### config.mk
export PLATFORM = sky130hd
export DESIGN_NAME = serial_eeprom_three_wire_interface_core
export DESIGN_NICKNAME = d
export VERILOG_FILES = /design/src/sv/setwi_pkg.sv /design/src/sv/serial_eeprom_three_wire_interface_core.sv /design/src/sv/setwi_ram.sv /design/src/sv/setwi_store.sv /design/src/sv/setwi_ctrl.sv
export VERILOG_INCLUDE_DIRS = /design/src /design/src/sv
export SDC_FILE = /design/constraint.sdc
export NUM_CORES = 2
export LEC_CHECK = 0
export BUFFER_PORTS_ARGS = -buffer_cell sky130_fd_sc_hd__buf_4
export CAP_MARGIN = 20
export CORE_MARGIN = 5
export CORE_UTILIZATION = 59
export CTS_BUF_LIST = sky130_fd_sc_hd__clkbuf_2 sky130_fd_sc_hd__clkbuf_4 sky130_fd_sc_hd__clkbuf_8
export DETAILED_ROUTE_END_ITERATION = 8
export GPL_ROUTABILITY_DRIVEN = 0
export HOLD_SLACK_MARGIN = 0.08
export PLACE_DENSITY_LB_ADDON = 0.12
export SLEW_MARGIN = 20
export SYNTH_ARGS = -nofsm -noshare
export SYNTH_HDL_FRONTEND = slang
export SYNTH_SLANG_ARGS = --single-unit
### constraint.sdc
create_clock -name clk_i -period 5.65 [get_ports clk_i]
set_input_delay 0.8475 -clock clk_i [delete_from_list [all_inputs] [get_ports clk_i]]
set_output_delay 0.8475 -clock clk_i [all_outputs]
set_load 0.02 [all_outputs]
### src/sv/serial_eeprom_three_wire_interface_core_macros.svh
// ---------------------------------------------------------------------------
// serial eeprom three-wire interface - assertion macros
// Shared concurrent assertion forms, clocked on clk_i and off during reset.
// ---------------------------------------------------------------------------
`ifndef SERIAL_EEPROM_THREE_WIRE_INTERFACE_CORE_MACROS_SVH
`define SERIAL_EEPROM_THREE_WIRE_INTERFACE_CORE_MACROS_SVH

// same-cycle implication
`define SETWI_ASSERT_NOW(label, ante, cons) \
  label: assert property (@(posedge clk_i) disable iff (!rst_ni) (ante) |-> (cons)) \
    else $error("setwi assertion failed");

// next-cycle implication
`define SETWI_ASSERT_NEXT(label, ante, cons) \
  label: assert property (@(posedge clk_i) disable iff (!rst_ni) (ante) |=> (cons)) \
    else $error("setwi assertion failed");

`endif

### src/sv/setwi_pkg.sv
// ---------------------------------------------------------------------------
// setwi_pkg
// Types and constants shared by the serial eeprom interface modules.
// ---------------------------------------------------------------------------
`timescale 1ns / 1ps

package setwi_pkg;

  // word store geometry (power of two, 64 to 256 words)
  localparam int WORDS  = 256;
  localparam int ADDR_W = $clog2(WORDS);
  localparam int WORD_W = 16;
  localparam int CNT_W  = 5;

  localparam logic [WORD_W-1:0] ERASED_WORD = '1;

  // bit counts that close each field
  localparam logic [CNT_W-1:0] CNT_OPCODE = 5'd2;
  localparam logic [CNT_W-1:0] CNT_ADDR   = 5'd8;
  localparam logic [CNT_W-1:0] CNT_WORD   = 5'd16;
  localparam logic [CNT_W-1:0] CNT_READ   = 5'd1;

  // command decode phase
  typedef enum logic [2:0] {
    PH_NONE  = 3'd0,
    PH_OP    = 3'd1,
    PH_ADDR  = 3'd2,
    PH_DATA  = 3'd3,
    PH_RDOUT = 3'd4,
    PH_WAIT  = 3'd5
  } phase_e;

  typedef enum logic [1:0] {
    OP_EXT   = 2'd0,
    OP_WRITE = 2'd1,
    OP_READ  = 2'd2,
    OP_ERASE = 2'd3
  } op_e;

  // extended commands, taken from address bits 7..6
  typedef enum logic [1:0] {
    EXT_EWDS = 2'd0,
    EXT_WRAL = 2'd1,
    EXT_ERAL = 2'd2,
    EXT_EWEN = 2'd3
  } ext_e;

  typedef enum logic {
    ST_IDLE = 1'b0,
    ST_LOAD = 1'b1
  } state_e;

  // request from the controller to the word store
  typedef struct packed {
    logic              wr_en;
    logic              rd_en;
    logic              fill_en;
    logic [ADDR_W-1:0] addr;
    logic [WORD_W-1:0] wdata;
    logic [WORD_W-1:0] fill_data;
  } store_req_t;

endpackage

### src/sv/serial_eeprom_three_wire_interface_core.sv
// ---------------------------------------------------------------------------
// serial_eeprom_three_wire_interface_core
// Three-wire serial EEPROM of 256 sixteen-bit words driven by control writes.
// ---------------------------------------------------------------------------
// Usage:
//  Input channel (in_valid_i / in_stall_o) carries command_i and
//  control_byte_i. command_i = 0 applies control_byte_i (bit 7 select,
//  bit 6 serial clock, bit 1 data in); command_i = 1 only samples data out.
//  Every transfer yields exactly one result transfer on the output channel
//  (out_valid_o / out_stall_i) with data_out_o, the data-out / ready bit.
//  The result is registered and appears in the cycle after the input transfer.
//  The input takes one item per cycle while the receiver does not stall,
//  except that after the item that completes a read command it stalls in
//  the load state while the addressed word comes out of the RAM's registered read port.
//  Write-all and erase-all act through per-word valid bits and a fill
//  value in front of the RAM.
//  Reset: the store reads as all ones, writing is disabled, the data-out
//  bit held by the controller is 1; no clearing pass is needed.
//  While the receiver stalls with a result held, the input is stalled too.
// ---------------------------------------------------------------------------
`timescale 1ns / 1ps

module serial_eeprom_three_wire_interface_core (
  input  logic       clk_i,
  input  logic       rst_ni,
  input  logic       in_valid_i,
  output logic       in_stall_o,
  input  logic       command_i,
  input  logic [7:0] control_byte_i,
  output logic       out_valid_o,
  input  logic       out_stall_i,
  output logic       data_out_o
);
  import setwi_pkg::*;

  store_req_t        store_req;
  logic [WORD_W-1:0] store_rdata;
  logic              res_valid;
  logic              res_bit;
  logic              res_busy;
  logic              out_valid_q;
  logic              data_out_q;

  setwi_ctrl u_ctrl (
    .clk_i          (clk_i),
    .rst_ni         (rst_ni),
    .in_valid_i     (in_valid_i),
    .in_stall_o     (in_stall_o),
    .command_i      (command_i),
    .control_byte_i (control_byte_i),
    .res_busy_i     (res_busy),
    .res_valid_o    (res_valid),
    .res_bit_o      (res_bit),
    .store_req_o    (store_req),
    .store_rdata_i  (store_rdata)
  );

  setwi_store u_store (
    .clk_i     (clk_i),
    .rst_ni    (rst_ni),
    .req_i     (store_req),
    .rd_data_o (store_rdata)
  );

  // output register holds a result until its transfer
  assign res_busy = out_valid_q && out_stall_i;

  always_ff @(posedge clk_i or negedge rst_ni) begin
    if (!rst_ni) begin
      out_valid_q <= 1'b0;
    end else if (!res_busy) begin
      out_valid_q <= res_valid;
    end
  end

  always_ff @(posedge clk_i) begin
    if (res_valid) begin
      data_out_q <= res_bit;
    end
  end

  assign out_valid_o = out_valid_q;
  assign data_out_o  = data_out_q;

endmodule

### src/sv/setwi_ram.sv
// ---------------------------------------------------------------------------
// setwi_ram
// Single-port-write, single-port-read RAM with registered read data.
// ---------------------------------------------------------------------------
`timescale 1ns / 1ps

module setwi_ram #(
  parameter int DEPTH = 256,
  parameter int WIDTH = 16
) (
  input  logic                     clk_i,
  input  logic                     wr_en_i,
  input  logic [$clog2(DEPTH)-1:0] wr_addr_i,
  input  logic [WIDTH-1:0]         wr_data_i,
  input  logic                     rd_en_i,
  input  logic [$clog2(DEPTH)-1:0] rd_addr_i,
  output logic [WIDTH-1:0]         rd_data_o
);

  logic [WIDTH-1:0] mem [DEPTH];

  // write port
  always_ff @(posedge clk_i) begin
    if (wr_en_i) begin
      mem[wr_addr_i] <= wr_data_i;
    end
  end

  // registered read port
  always_ff @(posedge clk_i) begin
    if (rd_en_i) begin
      rd_data_o <= mem[rd_addr_i];
    end
  end

endmodule

### src/sv/setwi_store.sv
// ---------------------------------------------------------------------------
// setwi_store
// Word store: RAM plus per-word valid bits and a fill value, so that reset
// and the fill-all commands take effect at once.
// ---------------------------------------------------------------------------
`timescale 1ns / 1ps

module setwi_store (
  input  logic                              clk_i,
  input  logic                              rst_ni,
  input  setwi_pkg::store_req_t             req_i,
  output logic [setwi_pkg::WORD_W-1:0]      rd_data_o
);
  import setwi_pkg::*;

  logic [WORDS-1:0]  valid_q, valid_d;
  logic [WORD_W-1:0] fill_q, fill_d;
  logic              rd_hit_q;
  logic [WORD_W-1:0] rd_fill_q;
  logic [WORD_W-1:0] ram_rdata;

  setwi_ram #(
    .DEPTH (WORDS),
    .WIDTH (WORD_W)
  ) u_ram (
    .clk_i     (clk_i),
    .wr_en_i   (req_i.wr_en),
    .wr_addr_i (req_i.addr),
    .wr_data_i (req_i.wdata),
    .rd_en_i   (req_i.rd_en),
    .rd_addr_i (req_i.addr),
    .rd_data_o (ram_rdata)
  );

  // fill clears every valid bit, a single write marks its word
  always_comb begin
    valid_d = valid_q;
    fill_d  = fill_q;
    if (req_i.fill_en) begin
      valid_d = '0;
      fill_d  = req_i.fill_data;
    end
    if (req_i.wr_en) begin
      valid_d[req_i.addr] = 1'b1;
    end
  end

  always_ff @(posedge clk_i or negedge rst_ni) begin
    if (!rst_ni) begin
      valid_q <= '0;
      fill_q  <= ERASED_WORD;
    end else begin
      valid_q <= valid_d;
      fill_q  <= fill_d;
    end
  end

  // capture hit and fill value alongside the ram read
  always_ff @(posedge clk_i) begin
    if (req_i.rd_en) begin
      rd_hit_q  <= valid_q[req_i.addr];
      rd_fill_q <= fill_q;
    end
  end

  assign rd_data_o = rd_hit_q ? ram_rdata : rd_fill_q;

endmodule

### src/sv/setwi_ctrl.sv
// ---------------------------------------------------------------------------
// setwi_ctrl
// Serial protocol engine: tracks select and clock edges, decodes start bit,
// opcode, address and data, and drives the word store.
// ---------------------------------------------------------------------------
`timescale 1ns / 1ps
`include "serial_eeprom_three_wire_interface_core_macros.svh"

module setwi_ctrl (
  input  logic                         clk_i,
  input  logic                         rst_ni,
  input  logic                         in_valid_i,
  output logic                         in_stall_o,
  input  logic                         command_i,
  input  logic [7:0]                   control_byte_i,
  input  logic                         res_busy_i,
  output logic                         res_valid_o,
  output logic                         res_bit_o,
  output setwi_pkg::store_req_t        store_req_o,
  input  logic [setwi_pkg::WORD_W-1:0] store_rdata_i
);
  import setwi_pkg::*;

  state_e            state_q, state_d;
  logic              sel_prev_q, sel_prev_d;
  logic              clk_prev_q, clk_prev_d;
  logic              idle_q, idle_d;
  phase_e            phase_q, phase_d;
  logic [CNT_W-1:0]  cnt_q, cnt_d;
  logic [WORD_W-1:0] shift_q, shift_d;
  op_e               op_q, op_d;
  logic [7:0]        addr_q, addr_d;
  logic              wen_q, wen_d;
  logic              out_bit_q, out_bit_d;

  logic accept;
  logic cs, sk, din;
  logic load;

  assign cs  = control_byte_i[7];
  assign sk  = control_byte_i[6];
  assign din = control_byte_i[1];

  // sequencer and protocol next state
  always_comb begin
    in_stall_o  = (state_q != ST_IDLE) || res_busy_i;
    accept      = in_valid_i && !in_stall_o;
    state_d     = state_q;
    sel_prev_d  = sel_prev_q;
    clk_prev_d  = clk_prev_q;
    idle_d      = idle_q;
    phase_d     = phase_q;
    cnt_d       = cnt_q;
    shift_d     = shift_q;
    op_d        = op_q;
    addr_d      = addr_q;
    wen_d       = wen_q;
    out_bit_d   = out_bit_q;
    load        = 1'b0;
    store_req_o = '0;
    store_req_o.addr  = addr_q[ADDR_W-1:0];
    store_req_o.wdata = shift_q;

    case (state_q)
      ST_IDLE: begin
        if (accept && !command_i) begin
          sel_prev_d = cs;
          clk_prev_d = sk;

          // rising select: commit a pending write or arm for a start bit
          if (!sel_prev_q && cs) begin
            if (phase_q == PH_WAIT) begin
              store_req_o.wr_en = wen_q;
              phase_d   = PH_NONE;
              out_bit_d = 1'b1;
            end else begin
              idle_d  = 1'b1;
              phase_d = PH_NONE;
            end
          end

          // rising clock: shift in one bit
          if (!clk_prev_q && sk) begin
            if (idle_d) begin
              if (din) begin
                idle_d  = 1'b0;
                cnt_d   = '0;
                phase_d = PH_OP;
              end
            end else begin
              case (phase_d)
                PH_OP: begin
                  shift_d = {shift_q[WORD_W-2:0], din};
                  cnt_d   = cnt_q + 1'b1;
                  if (cnt_d == CNT_OPCODE) begin
                    phase_d = PH_ADDR;
                    cnt_d   = '0;
                    op_d    = op_e'(shift_d[1:0]);
                  end
                end
                PH_ADDR: begin
                  shift_d = {shift_q[WORD_W-2:0], din};
                  cnt_d   = cnt_q + 1'b1;
                  if (cnt_d == CNT_ADDR) begin
                    phase_d = PH_DATA;
                    cnt_d   = '0;
                    addr_d  = shift_d[7:0];
                    if (op_q == OP_EXT) begin
                      if (ext_e'(addr_d[7:6]) == EXT_EWDS) begin
                        wen_d   = 1'b0;
                        phase_d = PH_NONE;
                      end else if (ext_e'(addr_d[7:6]) == EXT_EWEN) begin
                        wen_d   = 1'b1;
                        phase_d = PH_NONE;
                      end
                    end
                  end
                end
                PH_DATA: begin
                  shift_d = {shift_q[WORD_W-2:0], din};
                  cnt_d   = cnt_q + 1'b1;
                  case (op_q)
                    OP_EXT: begin
                      if (cnt_d == CNT_WORD) begin
                        case (ext_e'(addr_q[7:6]))
                          EXT_EWDS: begin
                            wen_d   = 1'b0;
                            phase_d = PH_NONE;
                          end
                          EXT_WRAL: begin
                            store_req_o.fill_en   = wen_q;
                            store_req_o.fill_data = shift_d;
                            phase_d = PH_WAIT;
                          end
                          EXT_ERAL: begin
                            store_req_o.fill_en   = wen_q;
                            store_req_o.fill_data = ERASED_WORD;
                            shift_d = ERASED_WORD;
                            phase_d = PH_WAIT;
                          end
                          default: begin
                            wen_d   = 1'b1;
                            phase_d = PH_NONE;
                          end
                        endcase
                        cnt_d = '0;
                      end
                    end
                    OP_WRITE: begin
                      if (cnt_d == CNT_WORD) begin
                        cnt_d     = '0;
                        phase_d   = PH_WAIT;
                        out_bit_d = 1'b0;
                      end
                    end
                    OP_READ: begin
                      if (cnt_d == CNT_READ) begin
                        phase_d = PH_RDOUT;
                        cnt_d   = '0;
                        load    = 1'b1;
                      end
                    end
                    default: begin
                      if (cnt_d == CNT_WORD) begin
                        cnt_d     = '0;
                        phase_d   = PH_WAIT;
                        out_bit_d = 1'b0;
                        shift_d   = ERASED_WORD;
                      end
                    end
                  endcase
                end
                default: ;
              endcase
            end
          end

          // falling clock during read out: next data bit
          if (clk_prev_q && !sk && phase_d == PH_RDOUT) begin
            out_bit_d = shift_d[WORD_W-1];
            shift_d   = {shift_d[WORD_W-2:0], 1'b0};
            cnt_d     = cnt_d + 1'b1;
            if (cnt_d == CNT_WORD) begin
              cnt_d   = '0;
              phase_d = PH_NONE;
            end
          end

          if (load) begin
            store_req_o.rd_en = 1'b1;
            state_d = ST_LOAD;
          end
        end
      end
      ST_LOAD: begin
        shift_d = store_rdata_i;
        state_d = ST_IDLE;
      end
      default: state_d = ST_IDLE;
    endcase

    res_valid_o = accept;
    res_bit_o   = out_bit_d;
  end

  always_ff @(posedge clk_i or negedge rst_ni) begin
    if (!rst_ni) begin
      state_q    <= ST_IDLE;
      sel_prev_q <= 1'b0;
      clk_prev_q <= 1'b0;
      idle_q     <= 1'b0;
      phase_q    <= PH_NONE;
      cnt_q      <= '0;
      shift_q    <= '0;
      op_q       <= OP_EXT;
      addr_q     <= '0;
      wen_q      <= 1'b0;
      out_bit_q  <= 1'b1;
    end else begin
      state_q    <= state_d;
      sel_prev_q <= sel_prev_d;
      clk_prev_q <= clk_prev_d;
      idle_q     <= idle_d;
      phase_q    <= phase_d;
      cnt_q      <= cnt_d;
      shift_q    <= shift_d;
      op_q       <= op_d;
      addr_q     <= addr_d;
      wen_q      <= wen_d;
      out_bit_q  <= out_bit_d;
    end
  end

  // checks
  `SETWI_ASSERT_NEXT(a_load_one_cycle, state_q == ST_LOAD, state_q == ST_IDLE)
  `SETWI_ASSERT_NOW(a_no_accept_in_load, state_q == ST_LOAD, in_stall_o)
  `SETWI_ASSERT_NOW(a_wr_fill_excl, store_req_o.wr_en, !store_req_o.fill_en)
  `SETWI_ASSERT_NOW(a_cnt_range, 1'b1, cnt_q <= CNT_WORD)
  `SETWI_ASSERT_NEXT(a_load_enters_rdout, store_req_o.rd_en, phase_q == PH_RDOUT)

endmodule
# Word-level counts from Yosys, hierarchy flattened
# Memories as Yosys holds them, arrays and structs flattened. A register that Yosys moved wholly into a read port is not among the register bits.
# Cells that the tools add are included.
# word_totals
mem_count,1
ramBits,4096
word_cells,179
out_inout_bits,3
in_bits,13
regBits,331
# classes
n_bitwise,3
reduce_logical,26
magnitude_cmp,2
n_addsub,2
n_eq_ne,22
n_mux,106
# mem_list
name,words,word_bits,read_ports,rd_clocked_by_memory_dff,write_ports,line_no,text
u_store.u_ram.mem,256,16,1,1,1,setwi_ram.sv:20,logic [WIDTH-1:0] mem [DEPTH];
# ops
cell,count
256-bit two-way mux,2
256-bit OR,1
16-bit two-way mux,15
16-bit case mux with 2 select lines,4
3-bit two-way mux,20
5-bit two-way mux,12
1-bit two-way mux,44
5-bit case mux with 3 select lines,1
6-bit AND reduction,2
11-bit AND reduction,1
"5-bit by 1-bit adder with 5-bit output, second input constant",2
"5-bit equality test, second input constant",2
"2-bit by 1-bit inequality test with 1-bit output, second input constant",5
"8-bit by 9-bit less-than comparator with 1-bit output, second input constant",1
3-bit case mux with 3 select lines,1
1-bit binary-select mux with 8-bit select,1
1-bit demux with 8-bit select,1
"8-bit by 1-bit greater-or-equal comparator with 1-bit output, second input constant",1
1-bit logical AND,8
2-bit OR reduction,4
"2-bit equality test, second input constant",3
"3-bit by 2-bit equality test with 1-bit output, second input constant",2
"3-bit equality test, second input constant",2
2-bit zero test,3
other kinds (15),23

# Depth between registers and ports, before layout
# depth
ltp_word,19
ltp_mapped,13
depth_no_buf,12

# By module
# From an unflattened synthesis, not the netlist that was laid out.
# hier_totals
cells_unflattened,8894
hier_area_um2,174957.8
# modules_own_cells
mod,instances,seq_area_each_um2,cells_each,area_each_um2
setwi_ram,1,123478.4,7360,158874.9
setwi_store,1,7337.0,1103,12727.2
setwi_ctrl,1,1002.2,427,3286.9
serial_eeprom_three_wire_interface_core,1,55.1,4,68.8

# Worst setup path after synthesis
# OpenSTA, ideal clock, no wires.
# synth_timing
kind,register to register
from,reg u_ctrl.shift_q[5]
to,reg u_ctrl.cnt_q[4]
period_less_slack_ps,5475
path_slack_ps,175
stages_incl_launch_ff,9
n_path_buf,0
setup_ps,104
t_required_ps,5546
arrival_ps,5372
path_cell_list,dfrtp_1 > inv_1 > ha_1 > nand2b_1 > a21o_1 > o41ai_4 > nand3_2 > or4_1 > o311ai_1
# synth_between
elab_chain_len,13
word_cells_on_any_way,14
cone_classes,2 x eq/ne; 10 x mux; 2 x reduce/logical
# synth_lines
item,line_no,text
from (decl),setwi_ctrl.sv:30,"logic [WORD_W-1:0] shift_q, shift_d;"
from (signal assigned),setwi_ctrl.sv:226,shift_q <= shift_d;
2-bit equality test,setwi_ctrl.sv:112,end else if (ext_e'(addr_d[7:6]) == EXT_EWEN) begin
2-bit two-way mux,setwi_ctrl.sv:112,
3-bit two-way mux *,setwi_ctrl.sv:109,if (ext_e'(addr_d[7:6]) == EXT_EWDS) begin
3-bit two-way mux *,setwi_ctrl.sv:108,if (op_q == OP_EXT) begin
3-bit two-way mux *,setwi_ctrl.sv:104,if (cnt_d == CNT_ADDR) begin
3-bit case mux with 3 select lines *,setwi_ctrl.sv:91,case (phase_d)
3-bit two-way mux *,setwi_ctrl.sv:84,if (idle_d) begin
3-bit two-way mux *,setwi_ctrl.sv:83,if (!clk_prev_q && sk) begin
3-bit two-way mux *,setwi_ctrl.sv:66,if (accept && !command_i) begin
3-bit two-way mux *,setwi_ctrl.sv:64,case (state_q)
3-bit equality test *,setwi_ctrl.sv:179,if (clk_prev_q && !sk && phase_d == PH_RDOUT) begin
1-bit logical AND *,setwi_ctrl.sv:179,
5-bit two-way mux *,setwi_ctrl.sv:179,
to (signal assigned),setwi_ctrl.sv:225,cnt_q <= cnt_d;
to (decl),setwi_ctrl.sv:29,"logic [CNT_W-1:0] cnt_q, cnt_d;"
# Mark *: on every way between the ends. The rest lies on a longest branch, timed or not. The select of a mux whose other input is x is not followed.
# A chain may end at the register's enable or synchronous reset.

==> impl_results.md <==
* Max-Slew Margin vs Limit at 19.0%
* Flop-to-flop setup slack at 0.98 ns
* Total number of placement rows at 198
* Adder-cell area share of the yosys netlist at 0.102%
* Ordered cell list for the critical path: buf_16, buf_12, mux4_2, mux4_2, a21oi_1, nand2_1, a21oi_1, a211oi_1
* Main combinational cell family by area after synthesis: multiplexers
* Setup clock skew after layout at 0.0801 ns
* Tmin final at 4.67 ns
* Proportion of power drawn by the clock network at 40.8%
* GRT Overall Usage at 28.4%
* Pre-CTS setup slack at 0.978 ns
* Post-synthesis share of cell area spent on xor and xnor gates at 0.0102%
* Synth Register Bits at 4443
* Number of buffers between clock root and the deepest sink at 4
* Static power due to leakage at 63.3 nW
* Top fanout value on the critical path at 36
* Synth Warn # at 0
* IO Count at 16
* Achievable Freq at 214 MHz
* Vertical die dimension at 550 um
* Global-route wire length before repair at 613000 um
* Clock sinks at 4443
* Detailed-router iteration count before antenna repair at 6
* Number of antenna violations at the first check in global routing at 13
* Gate count of the mapped netlist at 7562
* Startpoint kind of the worst setup timing path: flop
* Clock buffers created by TritonCTS at 694
* Required arrival time at the worst endpoint at 6.56 ns
* Switching power total at 0.0140 W
* RSZ-0062 raised after global routing: false
* Layout-stage area growth over the synthesis result at 12.8%
* Worst setup path class: reg -> reg
* Final Util at 66.8%
* Setup ws final at 0.979 ns
* Clock Pin Slew Worst Setup and Hold Paths at 0.07 ns
* Total Nets Final at 8354
* Post-Syn Area at 172000 um^2
* Highest cell delay on the worst timing path at 0.86 ns
* Max-cap viol count at 0
* Cell variety after synth at 74
* Max H-tree Level at 6
* Compound-Gate Fraction of Synth Area at 2.75%
* Iter 0 DRT Violations at 11565
* Via Count at 84442
* Fraction of final layout cells sized beyond drive strength 1 at 35.9%
* Slowest stage cell on the critical path: a21oi_1
* Logic gate share of total power at 2.3%
* Non-Filler Instances at 12802
* Count of flip-flops with a built-in enable after synthesis at 4130
* Post-placement cell count at 11518
* Core area at 291000 um^2
* Total of endpoints with negative setup slack in the final report at 0
* Synthesized area divided by synthesized cell count at 22.8 um^2
* Min-delay src: command_i
* Result of the run: completed
* Transition at the pin with the smallest max-transition slack at 1.21 ns
* Synth Area in Simple Gates at 1.22%
* Beginning of the critical path: u_ctrl.addr_q[0]$_DFFE_PN0P_
* Arr. time, crit path at 5.58 ns
* Routed wire length at 428000 um
* Largest voltage drop on the vdd net at 0.000321 V
* Critical register-to-register path startpoint: u_ctrl.addr_q[0]$_DFFE_PN0P_
* Sw Share at 21.4%
* Largest net degree at the start of global routing at 259
* Post-cts resize count at 0
* Number of vias per cell at 6.60
* DRC errors left at 0
* Via count of the first global-routing pass at 85023
* Post-route antenna net violation count at 0
* Share of the clock period used by the worst path after layout at 82.7%
* Number of inserted filler cells in the final layout at 18424
* Count of final max-slew check failures at 0
* Die W at 550 um
* Half-perimeter wire length after detailed placement at 246000 um
* Area enclosed by the die boundary at 303000 um^2
* Sequential power share at 57.0%
* Ys async rst share at 7.04%
* Syn nets at 7589
* Buffers inserted by post-CTS timing repair at 0
* Endpoint type of the worst setup path: flop
* Post-detailed-route wirelength per cell at 33.4 um
* Worst slack on hold paths at 0.270 ns
* Root buffer selected by CTS: clkbuf_8
* TritonCTS clock tree: built
* Internal Pwr Total at 0.0514 W
* Total power per unit cell area at 337 nW/um^2
* Final setup TNS at 0 ns
* Initial core utilization at 59.2%
* Global-route congestion overflow total at 0
* Multiplexer share of the synthesized area at 18.0%
* Most frequently used flop master after synthesis: edfxtp_1
* Number of I/O port buffers at 10
* Seq/Total Area, Yosys at 76.6%
* Fin. Hold Viols at 0
* Clock latency of the later-clocked register in the worst-skew pair at 1.21 ns
* Hold_buf cts at 7
* Hold Path Class: in -> reg
[placed cells by master (no fill, tap or decap), types with 14 or more instances in the layout]
cell          n
clkinv_1    158
clkinv_2     58
a311o_1      14
dfrtp_4      20
a21o_1      260
buf_12       58
a221oi_1     20
o221ai_1     44
ha_1         14
nand2_1     101
buf_4       448
dfstp_2      17
nor2_2      186
nor2_1       94
mux2i_1     178
edfxtp_1   4130
inv_1        17
dfrtp_1     274
a211oi_1     30
bufinv_16    14
a22oi_1      53
a21oi_1      86
a22o_1       14
o21ai_0      50
clkbuf_8    725
o22ai_1      26
nand3_1      17
clkbuf_4    261
mux4_2     1292
[per-layer routing]
layer  track usage [%]  routed length (um)
met5                 0                  27
met4              8.93               14300
met3              6.31               44200
met2              43.1              202000
met1              42.3              168000
[worst max-delay path: cells and delay by family (launching register included)]
family          cells  cell delay (ns)
compound gates      3             1.64
simple gates        1             0.15
flops               1             0.77
mux                 2             1.12
buf+inv             2             0.62
[power groups by stage]
stage | Clock, W | Combinational (W) | Sequential (W)
after floorplan | 0 | 0.000173 | 0.0385
after global placement | 0 | 0.00134 | 0.0379
after detailed placement | 0 | 0.00146 | 0.0379
after CTS | 0.0271 | 0.00146 | 0.0373
after global routing | 0.0287 | 0.00161 | 0.0372
final | 0.0267 | 0.00149 | 0.0373
[worst paths after layout]
kind                                                              to  cells after the start
worst max-delay path            u_store.u_ram.rd_data_o[7]$_DFFE_PP_                      8
worst min-delay path                   u_ctrl.sel_prev_q$_DFFE_PN0P_                      5
worst max register to register  u_store.u_ram.rd_data_o[7]$_DFFE_PP_                      8
worst min register to register        u_store.fill_q[15]$_DFFE_PN1P_                      2
max in group asynchronous              u_store.valid_q[81]$_DFF_PN0_                      3
min in group asynchronous              u_store.valid_q[42]$_DFF_PN0_                      2
[synthesized netlist by cell type, drive strengths merged, types with 10 or more instances]
cell | instances | area, um^2
o21ai | 59 | 295
mux4 | 1292 | 29100
buf | 214 | 1260
nand2 | 111 | 417
ha | 14 | 175
a211oi | 30 | 225
or2 | 10 | 62.6
o22ai | 26 | 163
nor2 | 285 | 1070
inv | 17 | 63.8
edfxtp | 4130 | 124000
o221ai | 44 | 385
a21o | 260 | 1950
a31oi | 12 | 81.3
clkbuf | 238 | 896
a221oi | 20 | 175
nor2b | 10 | 62.6
nand2b | 13 | 81.3
dfrtp | 296 | 7410
o211ai | 13 | 97.6
nor3 | 10 | 50.1
mux2i | 178 | 1780
dfstp | 17 | 447
a21oi | 86 | 430
a311o | 14 | 140
nand3 | 24 | 125
a22oi | 53 | 398
a22o | 14 | 123
[final cells by class]
cell class                 count  area [um^2]  share of cell area, %
clock inverter               280         1880                  0.969
sequential                  4443       132000                   68.0
timing repair buffer         521         4770                   2.46
inverter                      19         71.3                 0.0367
clock buffer                 986        11900                   6.15
antenna                        5         12.5                0.00645
tap                         3900         4880                   2.51
multi-input combinational   2648        38600                   19.9
[registers in the layout, indices dropped and copies added, names as in the netlist, 2 cells and up]
| name | count |
|---|---|
| u_store.valid_q | 256 |
| u_store.rd_fill_q | 16 |
| u_ctrl.op_q | 2 |
| u_ctrl.addr_q | 8 |
| u_store.fill_q | 16 |
| u_ctrl.phase_q | 3 |
| u_ctrl.cnt_q | 5 |
| u_store.u_ram.mem | 4096 |
| u_ctrl.shift_q | 16 |
| u_store.u_ram.rd_data_o | 16 |
[stage by stage]
| stage | total power, W | instance area, um^2 |
|---|---|---|
| after floorplan | 0.0387 | 172000 |
| after global placement | 0.0393 | 180000 |
| after detailed placement | 0.0394 | 180000 |
| after CTS | 0.0659 | 194000 |
| after global routing | 0.0676 | 194000 |
| final | 0.0654 | 194000 |
[kinds of logic after synthesis]
logic type	after synthesis
xor+xnor	2
compound gates	659
flops	4443
buf+inv	471
mux	1477
simple gates	496
fa+ha+maj	14
Note: power is estimated with default switching activity, not from simulation.
